File: src/rtl/srle_pkg.sv
`timescale 1ns / 1ps
`default_nettype none

package srle_pkg;

	localparam int MAX_RUN    = 255;
	localparam int RUN_W      = 8;
	localparam int CH_W       = 8;
	localparam int THR_W      = 10;
	localparam int THR_RESET  = 10;
	localparam int Q_DEPTH    = 4;
	localparam int Q_AW       = $clog2(Q_DEPTH);

	typedef struct packed {
		logic [CH_W-1:0] blue;
		logic [CH_W-1:0] green;
		logic [CH_W-1:0] red;
	} pixel_t;

	// one request per pixel that closes at least one run
	typedef struct packed {
		logic             brk;
		logic [RUN_W-1:0] brk_len;
		pixel_t           brk_pix;
		logic             row;
		logic [RUN_W-1:0] row_len;
		pixel_t           row_pix;
	} cmd_t;

	typedef struct packed {
		logic full;
		logic empty;
	} q_status_t;

	function automatic logic [CH_W-1:0] abs_diff(input logic [CH_W-1:0] a,
		input logic [CH_W-1:0] b);
		return (a > b) ? (a - b) : (b - a);
	endfunction

endpackage

`default_nettype wire

File: src/rtl/srle_front.sv
`timescale 1ns / 1ps
`default_nettype none

module srle_front
	import srle_pkg::*;
(
	input  wire logic              clk,
	input  wire logic              arst_n,
	input  wire logic              cfg_we,
	input  wire logic [THR_W-1:0]  cfg_wdata,
	input  wire logic              acc,
	input  wire pixel_t            pix,
	input  wire logic              row_end,
	output logic                   push,
	output cmd_t                   cmd
);

	logic [THR_W-1:0] thr_q;
	pixel_t           prev_q;
	logic [RUN_W-1:0] cnt_q;
	logic             open_q;

	logic [THR_W-1:0] diff_sum;
	logic             extend;
	logic [RUN_W-1:0] cnt_next;
	logic             brk;

	assign diff_sum = THR_W'(abs_diff(pix.blue, prev_q.blue))
		+ THR_W'(abs_diff(pix.green, prev_q.green))
		+ THR_W'(abs_diff(pix.red, prev_q.red));

	assign extend = (diff_sum <= thr_q) && (cnt_q < RUN_W'(MAX_RUN));

	always_comb begin
		if (!open_q) begin
			cnt_next = RUN_W'(1);
			brk      = 1'b0;
		end else if (extend) begin
			cnt_next = cnt_q + RUN_W'(1);
			brk      = 1'b0;
		end else begin
			cnt_next = RUN_W'(1);
			brk      = 1'b1;
		end
	end

	always_comb begin
		cmd.brk     = brk;
		cmd.brk_len = cnt_q;
		cmd.brk_pix = prev_q;
		cmd.row     = row_end;
		cmd.row_len = cnt_next;
		cmd.row_pix = pix;
	end

	assign push = acc && (brk || row_end);

	always_ff @(posedge clk or negedge arst_n) begin
		if (!arst_n) begin
			thr_q <= THR_W'(THR_RESET);
		end else if (cfg_we) begin
			thr_q <= cfg_wdata;
		end
	end

	always_ff @(posedge clk or negedge arst_n) begin
		if (!arst_n) begin
			prev_q <= '0;
			cnt_q  <= '0;
			open_q <= 1'b0;
		end else if (acc) begin
			prev_q <= pix;
			if (row_end) begin
				cnt_q  <= '0;
				open_q <= 1'b0;
			end else begin
				cnt_q  <= cnt_next;
				open_q <= 1'b1;
			end
		end
	end

endmodule

`default_nettype wire

File: src/rtl/srle_fifo.sv
`timescale 1ns / 1ps
`default_nettype none

module srle_fifo
	import srle_pkg::*;
(
	input  wire logic  clk,
	input  wire logic  arst_n,
	input  wire logic  push,
	input  wire cmd_t  wdata,
	input  wire logic  pop,
	output cmd_t       rdata,
	output q_status_t  status
);

	cmd_t            mem_q [Q_DEPTH];
	logic [Q_AW-1:0] wr_ptr_q;
	logic [Q_AW-1:0] rd_ptr_q;
	logic [Q_AW:0]   cnt_q;

	assign status.full  = (cnt_q == (Q_AW+1)'(Q_DEPTH));
	assign status.empty = (cnt_q == '0);
	assign rdata        = mem_q[rd_ptr_q];

	always_ff @(posedge clk) begin
		if (push) begin
			mem_q[wr_ptr_q] <= wdata;
		end
	end

	always_ff @(posedge clk or negedge arst_n) begin
		if (!arst_n) begin
			wr_ptr_q <= '0;
			rd_ptr_q <= '0;
			cnt_q    <= '0;
		end else begin
			if (push) begin
				wr_ptr_q <= wr_ptr_q + Q_AW'(1);
			end
			if (pop) begin
				rd_ptr_q <= rd_ptr_q + Q_AW'(1);
			end
			case ({push, pop})
				2'b10:   cnt_q <= cnt_q + (Q_AW+1)'(1);
				2'b01:   cnt_q <= cnt_q - (Q_AW+1)'(1);
				default: cnt_q <= cnt_q;
			endcase
		end
	end

endmodule

`default_nettype wire

File: src/rtl/srle_back.sv
`timescale 1ns / 1ps
`default_nettype none

module srle_back
	import srle_pkg::*;
(
	input  wire logic              clk,
	input  wire logic              arst_n,
	input  wire cmd_t              cmd,
	input  wire logic              q_empty,
	output logic                   pop,
	output logic                   out_valid,
	input  wire logic              out_ready,
	output logic [RUN_W-1:0]       run_length,
	output pixel_t                 run_pix,
	output logic                   row_done,
	output logic                   last
);

	logic             valid_q;
	logic [RUN_W-1:0] len_q;
	pixel_t           pix_q;
	logic             done_q;
	logic             last_q;

	// second record of a break-plus-row-end request
	logic             pend_q;
	logic [RUN_W-1:0] pend_len_q;
	pixel_t           pend_pix_q;

	logic load;

	assign load = !valid_q || out_ready;
	assign pop  = load && !pend_q && !q_empty;

	always_ff @(posedge clk or negedge arst_n) begin
		if (!arst_n) begin
			valid_q <= 1'b0;
			pend_q  <= 1'b0;
		end else if (load) begin
			if (pend_q) begin
				valid_q <= 1'b1;
				pend_q  <= 1'b0;
			end else if (!q_empty) begin
				valid_q <= 1'b1;
				pend_q  <= cmd.brk && cmd.row;
			end else begin
				valid_q <= 1'b0;
			end
		end
	end

	always_ff @(posedge clk) begin
		if (load) begin
			if (pend_q) begin
				len_q  <= pend_len_q;
				pix_q  <= pend_pix_q;
				done_q <= 1'b1;
				last_q <= 1'b1;
			end else if (!q_empty) begin
				if (cmd.brk) begin
					len_q  <= cmd.brk_len;
					pix_q  <= cmd.brk_pix;
					done_q <= 1'b0;
					last_q <= !cmd.row;
				end else begin
					len_q  <= cmd.row_len;
					pix_q  <= cmd.row_pix;
					done_q <= 1'b1;
					last_q <= 1'b1;
				end
				pend_len_q <= cmd.row_len;
				pend_pix_q <= cmd.row_pix;
			end
		end
	end

	assign out_valid  = valid_q;
	assign run_length = len_q;
	assign run_pix    = pix_q;
	assign row_done   = done_q;
	assign last       = last_q;

endmodule

`default_nettype wire

File: src/rtl/similarity_run_length_encoder_core.sv
// Similarity run-length encoder.
// Input channel (in_valid/in_ready): one BGR pixel per request, row_end on the
// last pixel of each row. Output channel (out_valid/out_ready): run records of
// length, the run's last pixel, row_done and last.
// A pixel is taken every clock while the four-entry request queue between the
// classifier and the record emitter has room. The classifier compares each
// pixel with the previous one (summed absolute channel difference against
// the threshold) in the accepting cycle, so there is no gap between
// pixels. A pixel that closes one run produces one record, a run break on a
// row end produces two; the emitter sends one record per clock while
// out_ready is high, so the output port limits a stream of many short runs.
// A record passes from the accepting edge through the request queue and the
// output register before it is valid on the output; the second record of a
// pair is loaded into the output register as the first is taken.
// Stall: when out_ready is low the record holds; the queue fills, then
// in_ready drops until records are taken.
// Reset: threshold back to 10, no run open, queue and output emptied.
// cfg_we writes the threshold at once; write only while idle.
`timescale 1ns / 1ps
`default_nettype none

module similarity_run_length_encoder_core
	import srle_pkg::*;
(
	input  wire logic              clk,
	input  wire logic              arst_n,
	input  wire logic              cfg_we,
	input  wire logic [THR_W-1:0]  cfg_wdata,
	input  wire logic              in_valid,
	output logic                   in_ready,
	input  wire logic [CH_W-1:0]   blue,
	input  wire logic [CH_W-1:0]   green,
	input  wire logic [CH_W-1:0]   red,
	input  wire logic              row_end,
	output logic                   out_valid,
	input  wire logic              out_ready,
	output logic [RUN_W-1:0]       run_length,
	output logic [CH_W-1:0]        run_blue,
	output logic [CH_W-1:0]        run_green,
	output logic [CH_W-1:0]        run_red,
	output logic                   row_done,
	output logic                   last
);

	pixel_t    pix;
	pixel_t    run_pix;
	logic      acc;
	logic      push;
	logic      pop;
	cmd_t      cmd_w;
	cmd_t      cmd_r;
	q_status_t q_status;

	assign pix.blue  = blue;
	assign pix.green = green;
	assign pix.red   = red;

	assign in_ready = !q_status.full;
	assign acc      = in_valid && in_ready;

	srle_front u_front (
		.clk       (clk),
		.arst_n    (arst_n),
		.cfg_we    (cfg_we),
		.cfg_wdata (cfg_wdata),
		.acc       (acc),
		.pix       (pix),
		.row_end   (row_end),
		.push      (push),
		.cmd       (cmd_w)
	);

	srle_fifo u_fifo (
		.clk    (clk),
		.arst_n (arst_n),
		.push   (push),
		.wdata  (cmd_w),
		.pop    (pop),
		.rdata  (cmd_r),
		.status (q_status)
	);

	srle_back u_back (
		.clk        (clk),
		.arst_n     (arst_n),
		.cmd        (cmd_r),
		.q_empty    (q_status.empty),
		.pop        (pop),
		.out_valid  (out_valid),
		.out_ready  (out_ready),
		.run_length (run_length),
		.run_pix    (run_pix),
		.row_done   (row_done),
		.last       (last)
	);

	assign run_blue  = run_pix.blue;
	assign run_green = run_pix.green;
	assign run_red   = run_pix.red;

endmodule

`default_nettype wire

File: config.mk
export PLATFORM = sky130hd
export DESIGN_NAME = similarity_run_length_encoder_core
export DESIGN_NICKNAME = d
export VERILOG_FILES = /design/src/rtl/srle_pkg.sv /design/src/rtl/srle_front.sv /design/src/rtl/srle_fifo.sv /design/src/rtl/srle_back.sv /design/src/rtl/similarity_run_length_encoder_core.sv
export SDC_FILE = /design/constraint.sdc
export NUM_CORES = 1
export LEC_CHECK = 0
export BUFFER_PORTS_ARGS = -buffer_cell sky130_fd_sc_hd__buf_4
export CAP_MARGIN = 20
export CORE_ASPECT_RATIO = 1.2
export CORE_MARGIN = 2
export CORE_UTILIZATION = 25
export CTS_CLUSTER_DIAMETER = 120
export DETAILED_ROUTE_END_ITERATION = 16
export MAX_ROUTING_LAYER = met4
export PLACE_DENSITY = 0.5
export SYNTH_ARGS = -nofsm -noshare
export SYNTH_HDL_FRONTEND = slang
export SYNTH_SLANG_ARGS = --single-unit
File: constraint.sdc
create_clock -name clk -period 9.6 [get_ports clk]
set_input_delay 2.88 -clock clk [delete_from_list [all_inputs] [get_ports clk]]
set_output_delay 2.88 -clock clk [all_outputs]
set_load 0.005 [all_outputs]
==> flow_summary.toml, run 1 <==
[status]
status = "finished, final reports clean"

[sta]
period_share_pct = 92.4
hold_ws_ps = 513
rsz0062_at_grt = "no"
fin_skew_ps = 23.4
finalSetupViolations = 0
relSlewSlack_pct = 31.6
slew_viol_final = 0
period_needed_ps = 8870
timing.fmax_mhz = 113
tightestPinTransition_ps = 1030
finalHoldViolCount = 0

[global_route]
grt_antenna_before_repair = 1
grt_pass1_wl_um = 59100
grt_max_degree = 53
grtUsageTotal_pct = 11.2
grt_pass1_vias = 9733
grt-ovfl-total = 0

[critical_path]
cp_slowest_cell = "o21ai_2"
path_class = "in -> reg"
max_stage_delay_ps = 500
critPathCaptureType = "flip-flop"
arrival_ps = 9350
worstPathRequired_ps = 10080
worstSetupStartpointType = "input port"
critPathMaxFanout = 11

[placed_design]
postPlaceCellArea_mm2 = 0.0191
port_buffers = 75
gp_congestion = 0.822
dp.cells = 2093
place_hpwl_um = 25100

[clock_tree]
path_clk_slew_ps = 60
cts.sinks = 382
clock_path_buffers = 3
htreeDepth = 2
ctsResizeCount = 0
cts_setup_buffers = 0
clkLatencyLatePin_ps = 570
cts_tree = "yes"
cts_made_buffers = 40
clockRootBuffer = "clkbuf_16"
postCtsHoldBufs = 0

[cells_and_area]
fin_util_pct = 29.8
finalNetCount = 1352
area_delta_synth_final_pct = 17.9
final_cells = 2168
design_area_mm2 = 0.0204
drive_gt1_share_pct = 20.7

[routing]
wl_um = 38700
route.vias.total = 9290
ant_nets = 0
routedWlPerCell_um = 17.8
vias_per_cell = 4.29
drc = 0
drt_iter0_drc = 548
drt_first_pass_iters = 4

[logic_synthesis]
synth_cells = 1131
synthMuxAreaShare_pct = 12.2
synth_top_area_share_pct = 57.4
synth.distinct_cells = 59
synth_area_leaders = "edfxtp_1 57%, mux4_2 8.6%, dfrtp_1 7.2%"
synth_fa_ha_area_share_pct = 6.62
synthXorXnorAreaFrac_pct = 1.88
synth.avg_cell_area_um2 = 15.3
async_reset_ff_share_pct = 13.6
synth-edff-count = 330
ys_ff_latch = 382
yosysWarningCount = 0
syn_nets = 1257
synth_top_area_cell = "edfxtp_1"
ys_seq_area_share_pct = 65.0
synth_top_family_by_area = "multiplexers"
yosysMostFrequentCell = "edfxtp_1"
synth_simple_gate_area_share_pct = 4.39
synth_common_cells = "330 x edfxtp_1, 95 x inv_1, 91 x nand2_1"
synth_area_mm2 = 0.0173
synth_ff_type = "edfxtp_1"
synth-compound-area-share_pct = 6.66

[floorplan]
start_util_pct = 25.3
die_area_mm2 = 0.0712
core.rowCount = 105
core_area_mm2 = 0.0683
die_x_um = 244
ios = 76
fp.dieH_um = 292

[flow_run]
maxCapViolCount = 0

[hold_path]
hp-class = "reg -> reg"
cells by family (layout without fill, tap and decap cells):
logic type                 after synthesis  after routing
AOI/OAI and AO/OA                      192            192
xor gates and xnor gates                37             37
adders and majority gates               86             86
buffers and inverters                  139            265
DFF                                    382            382
muxes                                  126            126
other                                    0              2
and+or+nand+nor                        169            169
worst max-delay path, delay by kind of cell:
kind	cells	cell delay, ps
AO/OA/AOI/OAI	14	3020
buffers and inverters	4	270
AND/OR/NAND/NOR	2	170
XOR/XNOR	5	740
adder cells (fa/ha/maj)	6	1870
multiplexers	1	400
flip-flops by register name, indices dropped and copies added (netlist names), 2 cells and up:
signal and count:
u_fifo.mem_q 264, u_back.pend_pix_q 24, u_back.run_pix 24, u_front.cmd 24, u_front.thr_q 10, u_back.pend_len_q 8
u_back.run_length 8, u_front.cnt_q 8, u_fifo.cnt_q 3, u_fifo.rd_ptr_q 2, u_fifo.wr_ptr_q 2
final timing paths:
path | from | endpoint | slack (ps) | depth (start not counted)
worst max register to register | u_front.cmd[42] | u_fifo.cnt_q[2] | 2740 | 31
max in group asynchronous | arst_n | u_fifo.rd_ptr_q[0] | 6480 | 1
worst max-delay path | green[3] | u_fifo.cnt_q[2] | 730 | 32
worst min-delay path | u_front.cmd[56] | u_fifo.mem_q[2][56] | 510 | 0
min in group asynchronous | arst_n | u_back.out_valid | 2460 | 1
worst min register to register | u_front.cmd[56] | u_fifo.mem_q[2][56] | 510 | 0
cells in the final DEF, fill, tap and decap left out, drive strengths merged, types with 4 or more instances in the layout:
cell,netlist,routed
a211oi,7,7
a21o,12,12
a21oi,43,43
a22o,5,5
a31oi,5,5
buf,21,97
clkbuf,23,48
clkinv,0,16
clkinvlp,0,4
dfrtp,50,50
edfxtp,330,330
fa,9,9
ha,77,77
inv,95,97
mux2,15,15
mux2i,45,45
mux4,66,66
nand2,91,91
nand2b,9,9
nand3,11,11
nand4,7,7
nor2,25,25
nor2b,6,6
nor3,7,7
o21ai,92,92
o21bai,6,6
xnor2,25,25
xor2,12,12
stage by stage:
stage	setup TNS, ps	setup slack (ps)
final	0	730
after global routing	0	264
after CTS	0	714
after detailed placement	0	138
after global placement	0	275
after floorplan	-29560	-112
final cells by class:
| type | count | area (um^2) |
|---|---|---|
| Antenna cell | 2 | 5.00 |
| Clock buffer | 48 | 1040 |
| Clock inverter | 25 | 241 |
| Fill cell | 6830 | 48000 |
| Inverter | 95 | 357 |
| Multi-Input combinational cell | 610 | 5520 |
| Sequential cell | 382 | 11200 |
| Tap cell | 909 | 1140 |
| Timing Repair Buffer | 97 | 828 |
routing by layer:
layer / GRT usage [%] / vias up / wire, um
met2: 18.7 / 129 / 19200
met3: 1.87 / 45 / 1220
met5: - / - / 0
li1: - / 4434 / -
met4: 2.87 / 0 / 709
met1: 14.1 / 4682 / 17600
Power of run 1 is not shown: default switching activity piles up to over one toggle a cycle in this logic, so the estimate is an artifact.
==> run 2, diff against run 1 <==
- CTS_BUF_LIST: default -> sky130_fd_sc_hd__clkbuf_8
==> flow_summary.toml, run 2 (same netlist as run 1, synthesis figures left out) <==
[global_route]
grt_antenna_before_repair = 3
grt_pass1_wl_um = 59800
grt_pass1_vias = 9954
grtUsageTotal_pct = 11.3
grt_max_degree = 53
grt-ovfl-total = 0

[clock_tree]
postCtsHoldBufs = 0
ctsResizeCount = 0
htreeDepth = 2
cts.sinks = 382
cts_setup_buffers = 0
clkLatencyLatePin_ps = 700
clockRootBuffer = "clkbuf_8"
cts_tree = "yes"
clock_path_buffers = 3
cts_made_buffers = 61
path_clk_slew_ps = 60

[critical_path]
path_class = "in -> reg"
worstPathRequired_ps = 10180
critPathCaptureType = "flip-flop"
critPathMaxFanout = 11
worstSetupStartpointType = "input port"
max_stage_delay_ps = 510
cp_slowest_cell = "o21ai_2"
arrival_ps = 9350

[routing]
drc = 0
vias_per_cell = 4.28
drt_iter0_drc = 591
wl_um = 39100
routedWlPerCell_um = 17.7
route.vias.total = 9446
drt_first_pass_iters = 4
ant_nets = 0

[cells_and_area]
fill_cells = 6894
largest_register = "u_fifo.mem_q"
drive_gt1_share_pct = 21.4
layout_common_cells = "330 x edfxtp_1, 120 x inv_1, 91 x nand2_1, 89 x o21ai_0, 89 x buf_4"
area_delta_synth_final_pct = 17.4
finalNetCount = 1373
final_common_cell = "edfxtp_1"
largest_reg_flops = 264
multi_input_area_mm2 = 0.00552
register_area_mm2 = 0.0112
fin_util_pct = 29.7

[sta]
finalSetupViolations = 0
setup_slack_ps = 823
tns_ps = 0
fin_skew_ps = 60.4
slew_viol_final = 0
relSlewSlack_pct = 31.6
period_needed_ps = 8780
timing.fmax_mhz = 114
tightestPinTransition_ps = 1030
rsz0062_at_grt = "no"
period_share_pct = 91.4
finalHoldViolCount = 0

[floorplan]
core.rowCount = 105
start_util_pct = 25.3
die_area_mm2 = 0.0712
ios = 76
fp.dieH_um = 292
core_area_mm2 = 0.0683
die_x_um = 244

[flow_run]
maxCapViolCount = 0

[status]
status = "finished, final reports clean"

[placed_design]
gp_congestion = 0.822
port_buffers = 75
place_hpwl_um = 25100
pre_cts_ws_ps = 138

[hold_path]
hp-class = "reg -> reg"
## run 2: cell types whose count changed in the layout (fill, tap and decap cells not counted), moves of 2 or more
| cell | delta |
|---|---|
| clkinv_4 | -2 |
| clkbuf_1 | -7 |
| clkbuf_8 | +67 |
| clkinv_1 | +4 |
| clkinv_2 | -4 |
| clkbuf_16 | -40 |
| inv_1 | +25 |
| bufinv_16 | -2 |
## run 2: critical path, delay by kind of cell
family                   cells  cell delay (ps)
AO/OA/AOI/OAI               14             3030
adder cells (fa/ha/maj)      6             1870
XOR/XNOR                     5              750
multiplexers                 1              400
buffers and inverters        4              270
AND/OR/NAND/NOR              2              170
## run 2: stage by stage
stage,hold WS (ps),cells,cell area (um^2)
after floorplan,476,1131,17300
after global placement,504,2093,19100
after detailed placement,507,2093,19100
after CTS,517,2206,20300
after global routing,540,2209,20300
final,523,2209,20300
## run 2: final cells by class
class / instances / share of cell area (%)
Antenna cell: 3 / 0.0371
Clock buffer: 68 / 4.62
Clock inverter: 45 / 1.25
Inverter: 95 / 1.76
Multi-Input combinational cell: 610 / 27.3
Sequential cell: 382 / 55.4
Tap cell: 909 / 5.61
Timing Repair Buffer: 97 / 4.09
## run 2: worst paths after layout
path | start | to | slack [ps] | cells past startpoint
max in group asynchronous | arst_n | u_fifo.rd_ptr_q[0] | 6590 | 1
hold reg to reg | u_fifo.cnt_q[2] | u_fifo.cnt_q[2] | 520 | 1
setup / recovery | green[3] | u_fifo.cnt_q[2] | 820 | 32
min in group asynchronous | arst_n | u_front.open_q | 2330 | 1
hold / removal | u_fifo.cnt_q[2] | u_fifo.cnt_q[2] | 520 | 1
setup reg to reg | u_front.cmd[46] | u_fifo.cnt_q[2] | 2730 | 30
## run 2: routing by layer
metal | up-vias | wire length [um] | GRT usage, %
li1 | 4480 | - | -
met2 | 152 | 19300 | 18.7
met3 | 61 | 1410 | 2.18
met4 | 0 | 854 | 3.38
met5 | - | 0 | -
met1 | 4753 | 17500 | 14.0
Power of run 2 is left out for the same reason.
==> run 3, diff against run 2 <==
- PLACE_DENSITY: 0.5 -> 0.44
==> flow_summary.toml, run 3 (same netlist as run 1, synthesis figures left out) <==
[floorplan]
fp.dieH_um = 292
ios = 76
core.rowCount = 105
die_x_um = 244
core_area_mm2 = 0.0683
die_area_mm2 = 0.0712
start_util_pct = 25.3

[clock_tree]
clkLatencyLatePin_ps = 640
cts_made_buffers = 66
postCtsHoldBufs = 0
cts.sinks = 382
clockRootBuffer = "clkbuf_8"
path_clk_slew_ps = 50
clock_path_buffers = 3
cts_setup_buffers = 0
ctsResizeCount = 0
htreeDepth = 3
cts_tree = "yes"

[cells_and_area]
layout_common_cells = "330 x edfxtp_1, 125 x inv_1, 92 x buf_4, 91 x nand2_1, 89 x o21ai_0"
fill_cells = 6943
largest_register = "u_fifo.mem_q"
largest_reg_flops = 264
fin_util_pct = 29.8
finalNetCount = 1381
final_common_cell = "edfxtp_1"
drive_gt1_share_pct = 22.1
area_delta_synth_final_pct = 18.0

[global_route]
grt-ovfl-total = 0
grt_pass1_vias = 10200
grt_max_degree = 68
grt_pass1_wl_um = 62400
grt_antenna_before_repair = 3
grtUsageTotal_pct = 11.9

[placed_design]
place_hpwl_um = 25900
port_buffers = 75
gp_congestion = 0.813

[critical_path]
arrival_ps = 9140
max_stage_delay_ps = 510
critPathMaxFanout = 18
cp_slowest_cell = "o21ai_2"
cpMostUsedCell = "a21oi_1"
worstSetupStartpointType = "input port"
worstPathRequired_ps = 9880
path_class = "in -> reg"
critPathCaptureType = "flip-flop"

[routing]
vias_per_cell = 4.30
routedWlPerCell_um = 18.3
ant_nets = 0
wl_um = 40600
drt_first_pass_iters = 5
drc = 0
drt_iter0_drc = 473
route.vias.total = 9548

[sta]
timing.fmax_mhz = 113
period_needed_ps = 8860
finalSetupViolations = 0
tightestPinTransition_ps = 1000
fin_skew_ps = 38.7
finalHoldViolCount = 0
relSlewSlack_pct = 32.7
period_share_pct = 92.3
slew_viol_final = 0
rsz0062_at_grt = "no"

[status]
status = "finished, final reports clean"

[flow_run]
maxCapViolCount = 0

[hold_path]
hp-class = "reg -> reg"
[run 3: path summary, 6_finish.rpt]
path                             startpoint                   to  slack (ps)  cells after the start
setup reg to reg            u_front.cmd[41]  u_fifo.mem_q[1][49]        2670                     29
hold reg to reg            u_front.thr_q[1]     u_front.thr_q[1]         510                      2
min in group asynchronous            arst_n     u_back.out_valid        2360                      1
hold / removal             u_front.thr_q[1]     u_front.thr_q[1]         510                      2
setup / recovery                   green[0]  u_fifo.mem_q[1][49]         740                     31
max in group asynchronous            arst_n   u_fifo.rd_ptr_q[0]        6560                      1
[run 3: cell type report]
class	instances	area [um^2]	share of cell area (%)
Antenna cell	2	5.00	0.0246
Clock inverter	46	248	1.22
Clock buffer	75	1030	5.07
Sequential cell	382	11200	55.1
Tap cell	909	1140	5.58
Inverter	95	357	1.75
Timing Repair Buffer	100	851	4.18
Multi-Input combinational cell	610	5530	27.1
[run 3: worst max-delay path: cells and delay by family]
kind / cells / cell delay, ps
buffers and inverters: 6 / 880
adder cells (fa/ha/maj): 5 / 1490
XOR/XNOR: 2 / 250
AO/OA/AOI/OAI: 11 / 2260
multiplexers: 1 / 400
AND/OR/NAND/NOR: 6 / 970
[run 3: per-stage QoR]
stage / hold WS [ps] / setup slack [ps] / cell area, um^2 / cells / setup TNS (ps)
detailed placement: 512 / 107 / 19100 / 2096 / 0
CTS: 523 / 771 / 20400 / 2217 / 0
finish: 512 / 740 / 20400 / 2219 / 0
global placement: 511 / 242 / 19100 / 2096 / 0
global route: 558 / 149 / 20400 / 2219 / 0
floorplan: 476 / -112 / 17300 / 1131 / -29560
[run 3: per-layer routing]
| layer | vias to the layer above | wire (um) | track usage (%) |
|---|---|---|---|
| met2 | 171 | 20600 | 20.1 |
| met1 | 4805 | 17700 | 14.4 |
| li1 | 4511 | - | - |
| met4 | 0 | 826 | 4.28 |
| met5 | - | 0 | - |
| met3 | 61 | 1470 | 2.10 |
Power of run 3 is left out for the same reason.
